<file path="src/sv/prl_pkg.sv">
// shared types, codes and constants of the positional record list
`default_nettype none

package prl_pkg;

	localparam int PRL_DEPTH = 16;

	// request kinds
	typedef enum logic [2:0] {
		KIND_INS_FRONT = 3'd0,
		KIND_INS_BACK  = 3'd1,
		KIND_INS_AT    = 3'd2,
		KIND_REM_FRONT = 3'd3,
		KIND_REM_BACK  = 3'd4,
		KIND_REM_AT    = 3'd5,
		KIND_SEARCH    = 3'd6
	} kind_e;

	// result status codes
	typedef enum logic [2:0] {
		STAT_OK     = 3'd0,
		STAT_FULL   = 3'd1,
		STAT_EMPTY  = 3'd2,
		STAT_BADPOS = 3'd3,
		STAT_NOKEY  = 3'd4
	} status_e;

	// controller states
	typedef enum logic {
		S_IDLE,
		S_SEARCH
	} fsm_e;

	// what every cell does this cycle
	typedef enum logic [2:0] {
		CELL_HOLD,
		CELL_INSERT,
		CELL_REMOVE,
		CELL_SEARCH_LOAD,
		CELL_SEARCH_SHIFT
	} cell_op_e;

	typedef struct packed {
		logic signed [31:0] key;
		logic [63:0]        name_low;
		logic [55:0]        name_high;
	} rec_t;

	// broadcast command: operation plus the new record or the searched key
	typedef struct packed {
		cell_op_e op;
		rec_t     rec;
	} cell_cmd_t;

	// search result moving down the chain towards cell 0
	typedef struct packed {
		logic        hit;
		logic [63:0] name_low;
		logic [55:0] name_high;
	} hit_t;

	typedef struct packed {
		logic [2:0]         kind;
		logic [4:0]         position;
		logic signed [31:0] key;
		logic [63:0]        name_low;
		logic [55:0]        name_high;
	} req_t;

	typedef struct packed {
		logic [2:0]  status;
		logic [3:0]  found_index;
		logic [63:0] found_name_low;
		logic [55:0] found_name_high;
		logic [4:0]  record_count;
	} rsp_t;

endpackage

`default_nettype wire

</file>
<file path="src/sv/prl_stream_if.sv">
// valid/ready stream interface carrying one payload per beat
`default_nettype none

interface prl_stream_if #(
	parameter type payload_t = logic
);
	logic     valid;
	logic     ready;
	payload_t data;

	modport source (output valid, output data, input ready);
	modport sink   (input valid, input data, output ready);
endinterface

`default_nettype wire

</file>
<file path="src/sv/prl_cell.sv">
// one list cell: a record slot plus a search result slot
`default_nettype none

module prl_cell import prl_pkg::*; #(
	parameter int DEPTH = PRL_DEPTH,
	parameter int IDX   = 0
) (
	input  logic                         clk,
	input  cell_cmd_t                    cmd,
	input  logic [$clog2(DEPTH+1)-1:0]   pos,
	input  logic [$clog2(DEPTH+1)-1:0]   count,
	input  rec_t                         left_rec,
	input  rec_t                         right_rec,
	input  hit_t                         right_res,
	input  logic [$clog2(DEPTH)-1:0]     right_idx,
	output rec_t                         rec,
	output hit_t                         res,
	output logic [$clog2(DEPTH)-1:0]     idx
);

	localparam int CW = $clog2(DEPTH + 1);
	localparam int IW = $clog2(DEPTH);
	localparam logic [CW-1:0] IDX_C = CW'(IDX);
	localparam logic [IW-1:0] IDX_I = IW'(IDX);

	rec_t            rec_q, rec_d;
	hit_t            res_q, res_d;
	logic [IW-1:0]   idx_q, idx_d;

	// next contents of the slot and of the search slot
	always_comb begin
		rec_d = rec_q;
		res_d = res_q;
		idx_d = idx_q;
		case (cmd.op)
			CELL_INSERT: begin
				if (IDX_C > pos) begin
					rec_d = left_rec;
				end else if (IDX_C == pos) begin
					rec_d = cmd.rec;
				end
			end
			CELL_REMOVE: begin
				if (IDX_C >= pos) begin
					rec_d = right_rec;
				end
			end
			CELL_SEARCH_LOAD: begin
				res_d.hit       = (IDX_C < count) && (rec_q.key == cmd.rec.key);
				res_d.name_low  = rec_q.name_low;
				res_d.name_high = rec_q.name_high;
				idx_d           = IDX_I;
			end
			CELL_SEARCH_SHIFT: begin
				if (!res_q.hit) begin
					res_d = right_res;
					idx_d = right_idx;
				end
			end
			default: begin
			end
		endcase
	end

	// payload registers
	always_ff @(posedge clk) begin
		rec_q <= rec_d;
		res_q <= res_d;
		idx_q <= idx_d;
	end

	assign rec = rec_q;
	assign res = res_q;
	assign idx = idx_q;

endmodule

`default_nettype wire

</file>
<file path="src/sv/prl_ctrl.sv">
// request decode, record count, search sequencing and result register
`default_nettype none

module prl_ctrl import prl_pkg::*; #(
	parameter int DEPTH = PRL_DEPTH
) (
	input  logic                         clk,
	input  logic                         arst_n,
	input  logic                         req_valid,
	output logic                         req_ready,
	input  req_t                         req_data,
	output logic                         rsp_valid,
	input  logic                         rsp_ready,
	output rsp_t                         rsp_data,
	output cell_cmd_t                    cmd,
	output logic [$clog2(DEPTH+1)-1:0]   pos,
	output logic [$clog2(DEPTH+1)-1:0]   count,
	input  hit_t                         head_res,
	input  logic [$clog2(DEPTH)-1:0]     head_idx
);

	localparam int CW   = $clog2(DEPTH + 1);
	localparam int IW   = $clog2(DEPTH);
	localparam int CMPW = (CW > 5) ? CW : 5;
	localparam logic [CW-1:0] FULL_C = CW'(DEPTH);

	fsm_e            state_q, state_d;
	logic [CW-1:0]   count_q, count_d;
	logic [IW-1:0]   step_q, step_d;
	logic            out_v_q, out_v_d;
	rsp_t            out_q, out_d;
	logic            accept;
	logic            full, empty;
	logic [CMPW-1:0] posx, cntx;
	logic            done;

	assign req_ready = (state_q == S_IDLE) && (!out_v_q || rsp_ready);
	assign accept    = req_valid && req_ready;
	assign full      = (count_q == FULL_C);
	assign empty     = (count_q == '0);
	assign posx      = CMPW'(req_data.position);
	assign cntx      = CMPW'(count_q);
	// first hit found, or every live cell has been looked at
	assign done      = head_res.hit || ((CW'(step_q) + CW'(1)) >= count_q);

	// next state, cell command and result
	always_comb begin
		state_d     = state_q;
		count_d     = count_q;
		step_d      = step_q;
		out_v_d     = out_v_q && !rsp_ready;
		out_d       = out_q;
		cmd.op      = CELL_HOLD;
		cmd.rec.key       = req_data.key;
		cmd.rec.name_low  = req_data.name_low;
		cmd.rec.name_high = req_data.name_high;
		pos         = '0;
		case (state_q)
			S_IDLE: begin
				if (accept) begin
					out_d.status          = STAT_OK;
					out_d.found_index     = '0;
					out_d.found_name_low  = '0;
					out_d.found_name_high = '0;
					case (req_data.kind)
						KIND_INS_FRONT, KIND_INS_BACK, KIND_INS_AT: begin
							if (full) begin
								out_d.status = STAT_FULL;
							end else if (req_data.kind == KIND_INS_AT && posx > cntx) begin
								out_d.status = STAT_BADPOS;
							end else begin
								cmd.op  = CELL_INSERT;
								count_d = count_q + CW'(1);
								if (req_data.kind == KIND_INS_BACK) begin
									pos = count_q;
								end else if (req_data.kind == KIND_INS_AT) begin
									pos = CW'(req_data.position);
								end
							end
						end
						KIND_REM_FRONT, KIND_REM_BACK, KIND_REM_AT: begin
							if (empty) begin
								out_d.status = STAT_EMPTY;
							end else if (req_data.kind == KIND_REM_AT && posx >= cntx) begin
								out_d.status = STAT_BADPOS;
							end else begin
								cmd.op  = CELL_REMOVE;
								count_d = count_q - CW'(1);
								if (req_data.kind == KIND_REM_BACK) begin
									pos = count_q - CW'(1);
								end else if (req_data.kind == KIND_REM_AT) begin
									pos = CW'(req_data.position);
								end
							end
						end
						KIND_SEARCH: begin
							cmd.op  = CELL_SEARCH_LOAD;
							step_d  = '0;
							state_d = S_SEARCH;
						end
						default: begin
						end
					endcase
					out_d.record_count = 5'(count_d);
					out_v_d            = (req_data.kind != KIND_SEARCH);
				end
			end
			S_SEARCH: begin
				if (done) begin
					state_d            = S_IDLE;
					out_v_d            = 1'b1;
					out_d.record_count = 5'(count_q);
					if (head_res.hit) begin
						out_d.status          = STAT_OK;
						out_d.found_index     = 4'(head_idx);
						out_d.found_name_low  = head_res.name_low;
						out_d.found_name_high = head_res.name_high;
					end else begin
						out_d.status          = STAT_NOKEY;
						out_d.found_index     = '0;
						out_d.found_name_low  = '0;
						out_d.found_name_high = '0;
					end
				end else begin
					cmd.op = CELL_SEARCH_SHIFT;
					step_d = step_q + IW'(1);
				end
			end
			default: begin
				state_d = S_IDLE;
			end
		endcase
	end

	// control registers
	always_ff @(posedge clk or negedge arst_n) begin
		if (!arst_n) begin
			state_q <= S_IDLE;
			count_q <= '0;
			out_v_q <= 1'b0;
		end else begin
			state_q <= state_d;
			count_q <= count_d;
			out_v_q <= out_v_d;
		end
	end

	// payload registers
	always_ff @(posedge clk) begin
		step_q <= step_d;
		out_q  <= out_d;
	end

	assign rsp_valid = out_v_q;
	assign rsp_data  = out_q;
	assign count     = count_q;

endmodule

`default_nettype wire

</file>
<file path="src/sv/positional_record_list_core.sv">
// top level: controller and the row of record cells
//
//  channel | dir | payload | beat taken when
//  req     | in  | req_t   | req.valid & req.ready
//  rsp     | out | rsp_t   | rsp.valid & rsp.ready
//
// inserts, removes and unknown kinds finish on the request beat: cells shift their
// records one place in parallel and the result is registered at once.
// a search loads every cell's search slot on the request beat, then the
// first matching record walks one cell per cycle towards cell 0.
// reset clears the count and the handshake state only; slots hold garbage.
// a request is taken only when idle and the result register is free or
// being emptied in the same cycle.
`default_nettype none

module positional_record_list_core import prl_pkg::*; #(
	parameter int DEPTH = PRL_DEPTH
) (
	input  logic         clk,
	input  logic         arst_n,
	prl_stream_if.sink   req,
	prl_stream_if.source rsp
);

	localparam int CW = $clog2(DEPTH + 1);
	localparam int IW = $clog2(DEPTH);

	cell_cmd_t     cmd;
	logic [CW-1:0] pos;
	logic [CW-1:0] count;
	req_t          req_pl;
	rsp_t          rsp_pl;
	rec_t          rec_w [DEPTH];
	hit_t          res_w [DEPTH];
	logic [IW-1:0] idx_w [DEPTH];

	assign req_pl   = req.data;
	assign rsp.data = rsp_pl;

	prl_ctrl #(
		.DEPTH(DEPTH)
	) u_ctrl (
		.clk      (clk),
		.arst_n   (arst_n),
		.req_valid(req.valid),
		.req_ready(req.ready),
		.req_data (req_pl),
		.rsp_valid(rsp.valid),
		.rsp_ready(rsp.ready),
		.rsp_data (rsp_pl),
		.cmd      (cmd),
		.pos      (pos),
		.count    (count),
		.head_res (res_w[0]),
		.head_idx (idx_w[0])
	);

	// row of cells, each linked to both neighbours
	for (genvar i = 0; i < DEPTH; i++) begin : g_cell
		rec_t          left_rec;
		rec_t          right_rec;
		hit_t          right_res;
		logic [IW-1:0] right_idx;

		if (i == 0) begin : g_first
			assign left_rec = cmd.rec;
		end else begin : g_mid
			assign left_rec = rec_w[i-1];
		end

		if (i == DEPTH - 1) begin : g_last
			assign right_rec = rec_w[i];
			assign right_res = '0;
			assign right_idx = '0;
		end else begin : g_inner
			assign right_rec = rec_w[i+1];
			assign right_res = res_w[i+1];
			assign right_idx = idx_w[i+1];
		end

		prl_cell #(
			.DEPTH(DEPTH),
			.IDX  (i)
		) u_cell (
			.clk      (clk),
			.cmd      (cmd),
			.pos      (pos),
			.count    (count),
			.left_rec (left_rec),
			.right_rec(right_rec),
			.right_res(right_res),
			.right_idx(right_idx),
			.rec      (rec_w[i]),
			.res      (res_w[i]),
			.idx      (idx_w[i])
		);
	end

endmodule

`default_nettype wire

</file>
<file path="src/flat_wrapper.sv">
// flat-port wrapper written by rule: the top's interface ports become plain ports
module positional_record_list_core_flat import prl_pkg::*;
#(
	parameter int DEPTH = PRL_DEPTH
)
  (clk, arst_n, req_valid, req_data, req_ready, rsp_valid, rsp_data, rsp_ready);
  prl_stream_if req_i ();
  prl_stream_if rsp_i ();
  input  logic clk;
  input  logic arst_n;
  input wire logic [$bits(req_i.valid)-1:0] req_valid;
  input wire logic [$bits(req_i.data)-1:0] req_data;
  output wire logic [$bits(req_i.ready)-1:0] req_ready;
  output wire logic [$bits(rsp_i.valid)-1:0] rsp_valid;
  output wire logic [$bits(rsp_i.data)-1:0] rsp_data;
  input wire logic [$bits(rsp_i.ready)-1:0] rsp_ready;
  assign req_i.valid = req_valid;
  assign req_i.data = req_data;
  assign req_ready = req_i.ready;
  assign rsp_valid = rsp_i.valid;
  assign rsp_data = rsp_i.data;
  assign rsp_i.ready = rsp_ready;
  positional_record_list_core #(.DEPTH(DEPTH)) u_core (.clk(clk), .arst_n(arst_n), .req(req_i), .rsp(rsp_i));
endmodule
</file>
<file path="config.mk">
export PLATFORM = sky130hd
export DESIGN_NAME = positional_record_list_core_flat
export DESIGN_NICKNAME = d
export VERILOG_FILES = /design/src/sv/prl_pkg.sv /design/src/sv/prl_stream_if.sv /design/src/sv/prl_cell.sv /design/src/sv/prl_ctrl.sv /design/src/sv/positional_record_list_core.sv /design/src/flat_wrapper.sv
export SDC_FILE = /design/constraint.sdc
export NUM_CORES = 1
export LEC_CHECK = 0
export BUFFER_PORTS_ARGS = -buffer_cell sky130_fd_sc_hd__buf_2
export CAP_MARGIN = 20
export CELL_PAD_IN_SITES_DETAIL_PLACEMENT = 1
export CELL_PAD_IN_SITES_GLOBAL_PLACEMENT = 1
export CORE_UTILIZATION = 48
export DETAILED_ROUTE_END_ITERATION = 8
export GPL_TIMING_DRIVEN = 0
export PLACE_DENSITY_LB_ADDON = 0.1
export SYNTH_ARGS = -nofsm -noshare
export SYNTH_HDL_FRONTEND = slang
export SYNTH_SLANG_ARGS = --single-unit
</file>
<file path="constraint.sdc">
create_clock -name clk -period 3.3 [get_ports clk]
set_input_delay 0.66 -clock clk [delete_from_list [all_inputs] [get_ports clk]]
set_output_delay 0.66 -clock clk [all_outputs]
set_load 0.02 [all_outputs]
</file>
**Word level (Yosys, flattened, before mapping)**

Cells that the tools add are included.

- Flip-flop bits (word level): 4,260
- Input port bits: 5
- Logic and storage cells: 264

- Add/sub/neg operators: 3
- Order comparisons: 17
- Equality and inequality tests: 23
- Multiplexer cells: 62
- Bitwise logic cells: 1
- Reduce and logical (&&, ||, !) cells: 59

Operators with widths:

| operator | number |
|---|---|
| $pmux 152 s2 | 15 |
| $pmux 121 s2 | 16 |
| $mux 121 | 16 |
| $logic_not 32->1 | 16 |
| $lt 4x5->1 const A | 8 |
| $reduce_and 2->1 | 18 |
| $ne 2x2->1 const B | 17 |
| $lt 3x5->1 const A | 4 |
| $logic_and 1x1->1 | 19 |
| $lt 1x5->1 const A | 2 |
| $lt 2x5->1 const A | 2 |
| $mux 4 | 2 |
| $mux 1 | 7 |
| $eq 3x2->1 const B | 2 |
| $pmux 1 s2 | 3 |
| $pmux 3 s2 | 1 |
| $add 4x1->5 const B | 1 |
| $add 5x1->5 const B | 1 |
| $eq 5x5->1 const B | 1 |
| $ge 5x5->1 | 1 |
| $mux 5 | 1 |
| $add 4x1->4 const B | 1 |
| $reduce_bool 2->1 | 2 |
| $eq 3x1->1 const B | 1 |
| 6 further kinds | 8 |

**Depth between registers and ports, before layout**

Gate-level depths: netlist of run 1.

- Word-level depth: 9
- Depth in mapped cells: 8

**Modules after synthesis**

From an unflattened synthesis of run 1, not the netlist that was laid out.

- Cells, all modules: 20,190
- Area, all modules: 229,485.1 µm²

By module, submodules not included:

| module | times used | cells an instance | area each (µm²) | seq. area each (µm²) |
|---|---|---|---|---|
| prl_cell (u_core.g_cell[11].u_cell) | 1 | 1,243 | 14,376.3 | 8,318.0 |
| prl_cell (u_core.g_cell[7].u_cell) | 1 | 1,243 | 14,044.7 | 8,318.0 |
| prl_cell (u_core.g_cell[3].u_cell) | 1 | 1,243 | 13,995.9 | 8,318.0 |
| prl_cell (u_core.g_cell[4].u_cell) | 1 | 1,247 | 13,992.2 | 8,318.0 |
| prl_cell (u_core.g_cell[5].u_cell) | 1 | 1,245 | 13,988.4 | 8,318.0 |
| prl_cell (u_core.g_cell[8].u_cell) | 1 | 1,244 | 13,967.1 | 8,318.0 |
| prl_cell (u_core.g_cell[14].u_cell) | 1 | 1,244 | 13,947.1 | 8,318.0 |
| prl_cell (u_core.g_cell[13].u_cell) | 1 | 1,245 | 13,938.4 | 8,318.0 |
| prl_cell (u_core.g_cell[2].u_cell) | 1 | 1,245 | 13,929.6 | 8,318.0 |
| prl_cell (u_core.g_cell[15].u_cell) | 1 | 1,241 | 13,913.3 | 8,318.0 |
| prl_cell (u_core.g_cell[6].u_cell) | 1 | 1,244 | 13,890.8 | 8,318.0 |
| prl_cell (u_core.g_cell[9].u_cell) | 1 | 1,245 | 13,882.1 | 8,318.0 |
| prl_cell (u_core.g_cell[1].u_cell) | 1 | 1,243 | 13,878.3 | 8,318.0 |
| prl_cell (u_core.g_cell[10].u_cell) | 1 | 1,244 | 13,857.0 | 8,318.0 |
| 4 more rows | - | - | - | - |

**Worst setup path before layout of run 1**

OpenSTA, ideal clock, no wires.

- Kind: register to register
- Start point: register u_core.u_ctrl.step_q[0]
- End point: register u_core.g_cell[0].u_cell.res_q, in the netlist u_core.g_cell[0].u_cell.res[120], enable pin
- Arrival: 2.490 ns
- Required time: 2.893 ns
- Setup slack: 0.403 ns
- Stages on the path, launching flop included: 7
- Buffers on the path: 0
- Clock period less this slack: 2.897 ns
- Path through: edfxtp_1 -> ha_1 -> xor2_1 -> ha_1 -> a21oi_2 -> o21ai_2 -> o31ai_1

- Word-level cells in the longest chain between the ends: 7
- Elaborated cells between the ends (all ways): 8
- Classes of those cells: add/sub: 1; order compare: 1; eq/ne: 2; mux: 2; reduce/logical: 2

Ends and longest elaborated chain:

| what | line | text |
|---|---|---|
| start: declaration | prl_ctrl.sv:29 | `logic [IW-1:0] step_q, step_d;` |
| start signal: assignment | prl_ctrl.sv:150 | `step_q <= step_d;` |
| $add 4x1->5 (*) | prl_ctrl.sv:44 | `assign done = head_res.hit \|\| ((CW'(step_q) + CW'(1)) >= count_q);` |
| $ge 5x5->1 (*) | prl_ctrl.sv:44 |  |
| $logic_or 1x1->1 (*) | prl_ctrl.sv:44 |  |
| $mux 3 (*) | prl_ctrl.sv:109 | `if (done) begin` |
| $pmux 3 s2 (*) | prl_ctrl.sv:58 | `case (state_q)` |
| $eq 3x3->1 or $eq 3x2->1 (tied branches) | prl_cell.sv:35 | `case (cmd.op)` |
| $reduce_bool 2->1 (no source line) (*) | - |  |
| end signal: assignment | prl_cell.sv:68 | `res_q <= res_d;` |
| end: declaration | prl_cell.sv:27 | `hit_t res_q, res_d;` |

Mark *: on every way between the ends. The rest lies on a longest branch, timed or not.
A chain may end at the register's enable or synchronous reset.

**Worst setup path in the final report of run 1**

- Start point: register u_core.u_ctrl.count_q[1], in the netlist u_core.u_ctrl.count[1]
- End point: register u_core.g_cell[2].u_cell.res_q, in the netlist u_core.g_cell[2].u_cell.res[120], enable pin

- Word-level cells in the longest chain between the ends: 6
- Elaborated cells between the ends (all ways): 10
- Classes of those cells: order compare: 1; eq/ne: 3; mux: 4; reduce/logical: 2

Ends and longest elaborated chain:

| what | line | text |
|---|---|---|
| start: declaration | prl_ctrl.sv:28 | `logic [CW-1:0] count_q, count_d;` |
| start signal: assignment | prl_ctrl.sv:143 | `count_q <= count_d;` |
| $ge 5x5->1 or $eq 5x5->1 (tied branches) | prl_ctrl.sv:44, prl_ctrl.sv:39 |  |
| $logic_or 1x1->1 or $mux 1 (tied branches) | prl_ctrl.sv:44, prl_ctrl.sv:67 |  |
| $mux 3 or $mux 1 (tied branches) | prl_ctrl.sv:109, prl_ctrl.sv:60 |  |
| $pmux 3 s2 (*) | prl_ctrl.sv:58 |  |
| $eq 3x3->1 or $eq 3x2->1 (tied branches) | prl_cell.sv:35 |  |
| $reduce_bool 2->1 (no source line) (*) | - |  |
| end signal: assignment | prl_cell.sv:68 |  |
| end: declaration | prl_cell.sv:27 |  |

Marks and branches as above.

==> flow_summary.yaml, run 1 <==
sta:
  fmax_ghz: 0.376
  slew_headroom_pct: 48.4
  worst_slew_pin_slew_ps: 769
  fin_crit_sh_pct: 80.5
  timing.final.setup_violations: 0
  hold_viol: 0
  rsz0062_at_grt: "false"
  period_minus_slack_ps: 2660
  skew_ps: 11.1
  timing.hold.ws_ps: 125
  maxSlewViolCount: 0
  setup_ws_ps: 642
global_routing:
  grtUsageMet3_pct: 2.68
  use_met2_pct: 32.6
  met1_usage_pct: 28.6
  grt_pass1_wl_um: 5080
  grt-ovfl-total: 0
  grt_pass1_vias: 1084
  gr-max-usage-layer: "met2"
  antenna_found_initial: 0
  grt.total_usage_pct: 20.3
  grt_max_degree: 17
cts:
  cts.repair.resized: 0
  cts_tree: "built"
  clk_path_buf_depth: 2
  cts.htree.levels: 1
  clk_pin_slew_ps: 160
  clkLatencyLatePin_ps: 330
  cts_hold_buf: 0
  cts.sinks: 27
  root_buffer: "clkbuf_4"
  numCtsBuffers: 3
  cts_setup_buffers: 0
critical_path:
  crit_buf_inv: 3
  slowest_delay_ps: 670
  critPathArrivalTime_ps: 2730
  crit_family: "buffers and inverters"
  start_kind: "register"
  critPathRequiredTime_ps: 3370
  critPathKind: "register to register"
  end_kind: "register"
  cp_cell_sequence: "clkbuf_1, inv_1, ha_1, nand2_1, o21ai_2, o31ai_2, buf_6"
  crit_fanout: 10
  crit_slowest_cell: "o31ai_2"
finish:
  area_growth_pct: 7.70
  nets: 159
  finalInstanceArea_um2: 1610
  drive_gt1_share_pct: 14.5
  n_antenna_cell: 0
die:
  die_h_um: 57.8
  start_util_pct: 52.4
  die_w_um: 57.8
  coreArea_um2: 2850
  row_count: 19
  io_pins: 8
  die-area_um2: 3340
route:
  via_count: 990
  drc: 0
  vias_per_cell: 5.63
  wl_per_cell_um: 16.5
  drt-initial-drc-count: 24
  drt_first_pass_iters: 4
  wl_um: 2910
  drt.antenna.violating_nets: 0
placement:
  routabilityCongestion: 0.776
  place_ws_ps: 636
  hpwl_um: 2170
  dpl-instance-area_um2: 1580
  port_buffers: 6
logic_synthesis:
  synth_top_area_cell: "edfxtp_1"
  netlist.area_leader.share_pct: 40.2
  syn_nets: 147
  ys_seq_area_share_pct: 51.9
  postSynthCellCount: 134
  synth_area_um2: 1490
  synth_area_leaders: "edfxtp_1 (40%), dfrtp_1 (12%), mux2i_1 (8.7%), ha_1 (6.7%), nor2_1 (5.8%)"
  ys_seq_elements: 27
  syn_avg_cell_area_um2: 11.1
  ys_warn_count: 0
  ys_types: 35
power_and_ir_drop:
  power_density_nw_per_um2: 667
  p_leak_nw: 0.611
  ir_drop_v: 0.000383
min_path:
  hold_class: "input pin to asynchronous set/reset pin"
job:
  drv_cap: 0
outcome:
  status: "finished clean"
sequential cells by signal, summed over array words and instances (netlist names), named ones only:
| signal | count |
|---|---|
| u_core.g_cell.u_cell.res | 14 |
| u_core.u_ctrl.step_q | 4 |
| u_core.u_ctrl.state_q | 1 |
| u_core.u_ctrl.rsp_valid | 1 |
| u_core.u_ctrl.count | 5 |
| u_core.u_ctrl.rsp_data | 1 |
layer usage:
layer  vias to the layer above  part of all wire (%)
li1                        495                     -
met1                       483                    49
met2                         8                    48
met3                         4                   1.5
met4                         0                   1.3
met5                         -                     0
final cells by class:
class,count,area [um^2]
sequential,27,776
multi-input combinational,93,657
clock inverter,1,7.51
buffer,7,40.0
clock buffer,3,22.5
inverter,7,26.3
timing repair buffer,7,41.3
fill,317,1240
tap,31,38.8
power by group:
group | leakage, nW | switching (W) | internal [W]
registers | 0.275 | 0.0000295 | 0.000438
clock network | 0.0139 | 0.000102 | 0.0000463
logic | 0.322 | 0.000289 | 0.000169
total | 0.611 | 0.000421 | 0.000653
metrics by stage:
| step | util [%] | total power [W] | TNS [ps] | instances |
|---|---|---|---|---|
| after floorplan | - | 0.000807 | 0 | 134 |
| after global placement | 54.8 | 0.000899 | -2570 | 171 |
| final | 56.4 | 0.00107 | 0 | 176 |
| after CTS | 56.4 | 0.00108 | 0 | 176 |
| after global routing | 56.4 | 0.00114 | 0 | 176 |
| after detailed placement | 55.4 | 0.000927 | 0 | 172 |
final timing paths:
kind | cells past startpoint | end | slack (ps) | from
min in group clk | 2 | u_core.u_ctrl.rsp_valid | 580 | u_core.u_ctrl.rsp_valid
worst max-delay path | 7 | u_core.g_cell[2].u_cell.res[120] | 640 | u_core.u_ctrl.count[1]
max in group asynchronous | 1 | u_core.u_ctrl.count[0] | 3010 | arst_n
worst min-delay path | 1 | u_core.u_ctrl.count[3] | 120 | arst_n
worst min register to register | 2 | u_core.u_ctrl.rsp_valid | 580 | u_core.u_ctrl.rsp_valid
worst max register to register | 7 | u_core.g_cell[2].u_cell.res[120] | 640 | u_core.u_ctrl.count[1]
cells in the mapped netlist (all sizes together):
cell and n:
conb 1, a21oi 6, nand3 3, o31ai 2
and3 2, nand2b 1, dfrtp 7, nor2b 1
nand2 7, edfxtp 20, nand4 2, buf 2
ha 8, or2 1, clkinv 1, inv 6
mux2 3, and4 1, and2 1, clkbuf 5
nor2 23, a211oi 1, xnor2 5, a31oi 4
xor2 1, o21ai 4, nor3 1, mux2i 13
o41ai 2
logic make-up after synthesis:
group	count (synthesis)	share of synthesized area, %
buffers and inverters	14	4.44
muxes	16	11.2
adders and majority gates	8	6.70
AOI/OAI and AO/OA	19	9.13
other	1	0.251
and+or+nand+nor	43	12.8
DFF	27	51.9
xor gates and xnor gates	6	3.52
cell usage in the layout (no fill, tap or decap), types with 4 or more instances in the layout:
cell	synthesis	final
xnor2_1	5	5
ha_1	8	8
inv_1	6	6
nor2_1	23	23
nand2_1	7	7
mux2i_1	13	13
clkbuf_1	4	4
a31oi_1	4	4
a21oi_1	5	5
buf_2	1	7
edfxtp_1	20	20
dfrtp_1	7	7
Power figures use the tool's default switching activity.
==> run 2: changes to the inputs <==
- clock period: 3.3 -> 2.74 ns (I/O delays scaled with it)
==> flow_summary.yaml, run 2 (synthesis results as in run 1) <==
outcome:
  status: "finished clean"
finish:
  largest_reg_flops: 14
  drive_gt1_share_pct: 16.2
  layout_commonest_cell: "nor2_1"
  layout_common_cells: "nor2_1 (23), edfxtp_1 (20), mux2i_1 (13), ha_1 (8)"
  nFillCells: 316
  nets: 162
  finalInstanceArea_um2: 1640
  area_growth_pct: 9.88
  final_util_pct: 57.5
  multi_input_area_um2: 657
  ff_latch_area_um2: 776
  n_antenna_cell: 0
global_routing:
  antenna_found_initial: 0
  grt_pass1_vias: 1072
  grt_pass1_wl_um: 5060
  grt.total_usage_pct: 20.0
  grt_max_degree: 16
  grt-ovfl-total: 0
critical_path:
  crit_start: "u_core.u_ctrl.count[1]"
  end_kind: "register"
  critPathKind: "register to register"
  crit_fanout: 10
  critPathRequiredTime_ps: 2790
  critPathArrivalTime_ps: 2520
  start_kind: "register"
  r2r_slack_ps: 270
  reg2reg_from: "u_core.u_ctrl.count[1]"
min_path:
  hold_class: "input pin to asynchronous set/reset pin"
sta:
  hold_viol: 0
  timing.final.setup_violations: 0
  fmax_ghz: 0.405
  worst_slew_pin_slew_ps: 518
  maxSlewViolCount: 0
  skew_ps: 2.82
  rsz0062_at_grt: "false"
  period_minus_slack_ps: 2470
  fin_crit_sh_pct: 90.1
  setup_ws_ps: 272
  slew_headroom_pct: 65.3
cts:
  clk_path_buf_depth: 2
  cts.htree.levels: 1
  root_buffer: "clkbuf_4"
  numCtsBuffers: 3
  clk_pin_slew_ps: 140
  cts_tree: "built"
  cts.sinks: 27
  cts.repair.resized: 0
  clkLatencyLatePin_ps: 320
route:
  wl_per_cell_um: 15.8
  vias_per_cell: 5.58
  drt-initial-drc-count: 16
  via_count: 998
  drt_first_pass_iters: 4
  drt.antenna.violating_nets: 0
  wl_um: 2830
  drc: 0
power_and_ir_drop:
  net-switching-power_w: 0.000484
  power_density_nw_per_um2: 773
  p_int_w: 0.000784
  p_leak_nw: 0.633
  seq_power_share_pct: 44.1
  ir_drop_v: 0.000447
  combPwrFrac_pct: 42.6
  clkPwrFrac_pct: 13.3
  switching_share_pct: 38.2
placement:
  dpl-instance-area_um2: 1580
  port_buffers: 6
  hpwl_um: 2130
  routabilityCongestion: 0.777
  place_ws_ps: 137
job:
  drv_cap: 0
die:
  die_h_um: 57.8
  die_w_um: 57.8
  row_count: 19
  start_util_pct: 52.4
  coreArea_um2: 2850
  io_pins: 8
  die-area_um2: 3340
-- run 2: repair_timing --
action                                  4_1_cts  5_1_grt
buffers inserted                              0        3
hold buffers                                  0        0
endpoints found under the hold margin         0        0
endpoints found under the setup margin        0        9
-- run 2: final cells by class --
class	instances	area share, %
Multi-Input combinational cell	93	40.0
Clock inverter	1	0.305
Clock buffer	3	1.37
Inverter	7	1.60
Sequential cell	27	47.3
Tap cell	31	2.36
Buffer	7	2.44
Timing Repair Buffer	10	4.65
-- run 2: power by group through the flow --
| stage | clock, W | combinational, W | sequential [W] |
|---|---|---|---|
| finish | 0.000169 | 0.000540 | 0.000560 |
| global route | 0.000190 | 0.000623 | 0.000565 |
| CTS | 0.000180 | 0.000543 | 0.000562 |
| detailed placement | 0 | 0.000539 | 0.000571 |
| global placement | 0 | 0.000515 | 0.000569 |
| floorplan | 0 | 0.000407 | 0.000566 |
-- run 2: path summary, 6_finish.rpt --
check                                              endpoint  cells after the start
max                        u_core.g_cell[3].u_cell.res[120]                      7
min                                  u_core.u_ctrl.count[3]                      1
max reg2reg                u_core.g_cell[3].u_cell.res[120]                      7
min reg2reg                         u_core.u_ctrl.rsp_valid                      2
max in group asynchronous            u_core.u_ctrl.count[0]                      1
min in group clk                    u_core.u_ctrl.rsp_valid                      3
-- run 2: critical path, stage by stage, from the launching register on --
cell,delay [ps]
dfrtp_1,370
clkbuf_1,390
inv_1,200
ha_1,350
nand2_1,80
o21ai_2,90
o31ai_2,490
buf_6,230
-- run 2: through the flow --
step / TNS, ps / hold slack (ps) / cells / total power, W
4_1_cts: 0 / 12.1 / 176 / 0.00129
3_3_place_gp: -994 / 388 / 171 / 0.00108
2_1_floorplan: 0 / 252 / 134 / 0.000973
3_5_place_dp: 0 / 389 / 172 / 0.00111
6_report: 0 / 28.3 / 179 / 0.00127
5_1_grt: 0 / 19.6 / 179 / 0.00138
-- run 2: layer usage --
metal / share of wire (%) / up-vias / GRT usage [%]
met3: 1.4 / 2 / 2.68
met5: 0 / - / 0
met1: 50 / 488 / 27.3
met4: 0.67 / 0 / 7.14
li1: - / 504 / -
met2: 48 / 4 / 33.1
==> run 3: changes to the inputs <==
- SLEW_MARGIN: not set -> 20
- clock period: 2.74 -> 2.55 ns (I/O delays scaled with it)
==> flow_summary.yaml, run 3 (synthesis results as in run 1) <==
critical_path:
  crit_family: "simple AND/OR/NAND/NOR gates"
  crit_cells: 8
  r2r_slack_ps: 150
  cp_cell_sequence: "ha_1, and3_1, ha_1, nor2_1, nand2_1, o31ai_4, buf_8, mux2i_1"
  reg2reg_from: "u_core.u_ctrl.step_q[0]"
  crit_end: "u_core.g_cell[4].u_cell.res[120]"
  start_kind: "register"
  critPathRequiredTime_ps: 2740
  crit_slowest_cell: "edfxtp_1"
  crit_buf_inv: 1
  rr_worst_depth: 8
  crit_start: "u_core.u_ctrl.step_q[0]"
  crit_fanout: 14
  critPathKind: "register to register"
  r2r-end: "u_core.g_cell[4].u_cell.res[120]"
  critPathArrivalTime_ps: 2580
  end_kind: "register"
  slowest_delay_ps: 460
  cp_common_cell: "ha_1"
route:
  via_count: 992
  drt_first_pass_iters: 4
  vias_per_cell: 5.60
  wl_per_cell_um: 15.9
  drt.antenna.violating_nets: 0
  wl_um: 2820
  drc: 0
  drt-initial-drc-count: 22
sta:
  period_minus_slack_ps: 2400
  timing.final.setup_violations: 0
  fin_crit_sh_pct: 94.0
  rsz0062_at_grt: "false"
  fmax_ghz: 0.417
  skew_ps: 11.4
  timing.hold.ws_ps: 483
  maxSlewViolCount: 0
  hold_viol: 0
placement:
  routabilityCongestion: 0.777
  port_buffers: 6
  hpwl_um: 2080
  dpl-instance-area_um2: 1580
global_routing:
  grt.total_usage_pct: 19.5
  grt-ovfl-total: 0
  antenna_found_initial: 0
  grt_pass1_wl_um: 4900
  grt_pass1_vias: 1048
  grt_max_degree: 16
die:
  die_h_um: 57.8
  coreArea_um2: 2850
  start_util_pct: 52.4
  die-area_um2: 3340
  die_w_um: 57.8
  io_pins: 8
  row_count: 19
finish:
  largest_reg_flops: 14
  final_util_pct: 57.4
  finalInstanceArea_um2: 1640
  layout_commonest_cell: "nor2_1"
  nFillCells: 323
  area_growth_pct: 9.63
  n_antenna_cell: 0
  layout_common_cells: "nor2_1 (23), edfxtp_1 (20), mux2i_1 (13), ha_1 (8)"
  nets: 160
  drive_gt1_share_pct: 15.1
job:
  drv_cap: 0
cts:
  cts.htree.levels: 1
  clk_pin_slew_ps: 150
  cts.sinks: 27
  cts_tree: "built"
  clkLatencyLatePin_ps: 330
  clk_path_buf_depth: 2
  root_buffer: "clkbuf_4"
  numCtsBuffers: 3
outcome:
  status: "finished clean"
power_and_ir_drop:
  p_leak_nw: 0.625
  ir_drop_v: 0.000455
  power_density_nw_per_um2: 834
min_path:
  hold_class: "input pin to register"
run 3: changes by cell type in the layout (fill, tap and decap cells not counted), sizes merged:
cell / change
buf: -2
clkbuf: -1
dlygate4sd3: +1
run 3: what timing repair did:
item	4_1_cts	5_1_grt
setup buffers	1	1
pin swaps	2	1
endpoints found under the setup margin	14	16
hold buffers	1	0
gates cloned	0	0
endpoints found under the hold margin	7	0
resized for setup	0	0
run 3: how the worst min path moves through the flow:
| stage | start | cells after the start | endpoint | slack, ps |
|---|---|---|---|---|
| after floorplan | arst_n | 0 | u_core.u_ctrl.count[0] | 210 |
| after detailed placement | arst_n | 1 | u_core.u_ctrl.count[3] | 350 |
| after global placement | arst_n | 1 | u_core.u_ctrl.count[3] | 350 |
| final | req_valid | 3 | u_core.u_ctrl.rsp_valid | 480 |
| after CTS | req_valid | 3 | u_core.u_ctrl.rsp_valid | 470 |
| after global routing | arst_n | 2 | u_core.u_ctrl.count[3] | 510 |
run 3: per-layer routing:
layer	global-route usage [%]	share of wire (%)	up-vias
met5	0	0	-
met4	8.16	1.7	0
met3	2.68	1.2	5
met2	30.6	48	7
met1	27.5	49	481
li1	-	-	499
run 3: per-stage QoR:
stage               setup TNS [ps]  std cells  setup slack [ps]  power [W]
finish                           0        177               154    0.00137
detailed placement            -536        171             -70.3    0.00119
global placement             -3650        171              -262    0.00117
floorplan                        0        134              79.2    0.00105
CTS                              0        177              34.4    0.00139
global route                     0        177              22.0    0.00148
run 3: worst register-to-register path, cell delays in order, from the launching register on:
cell and delay (ps):
edfxtp_1 460, ha_1 250, and3_1 200, ha_1 190, nor2_1 180, nand2_1 160, o31ai_4 370, buf_8 220
mux2i_1 210
run 3: final cells by class:
cell class | instances | area [um^2] | area share [%]
timing repair buffer | 9 | 67.6 | 4.13
clock buffer | 3 | 22.5 | 1.38
sequential | 27 | 776 | 47.4
inverter | 7 | 26.3 | 1.60
tap | 31 | 38.8 | 2.37
multi-input combinational | 93 | 666 | 40.6
buffer | 6 | 36.3 | 2.22
clock inverter | 1 | 5.00 | 0.306
run 3: power breakdown:
group | leakage [nW] | internal [W] | switching (W)
sequential | 0.275 | 0.000566 | 0.0000589
combinational | 0.332 | 0.000214 | 0.000342
clock | 0.0177 | 0.0000589 | 0.000126
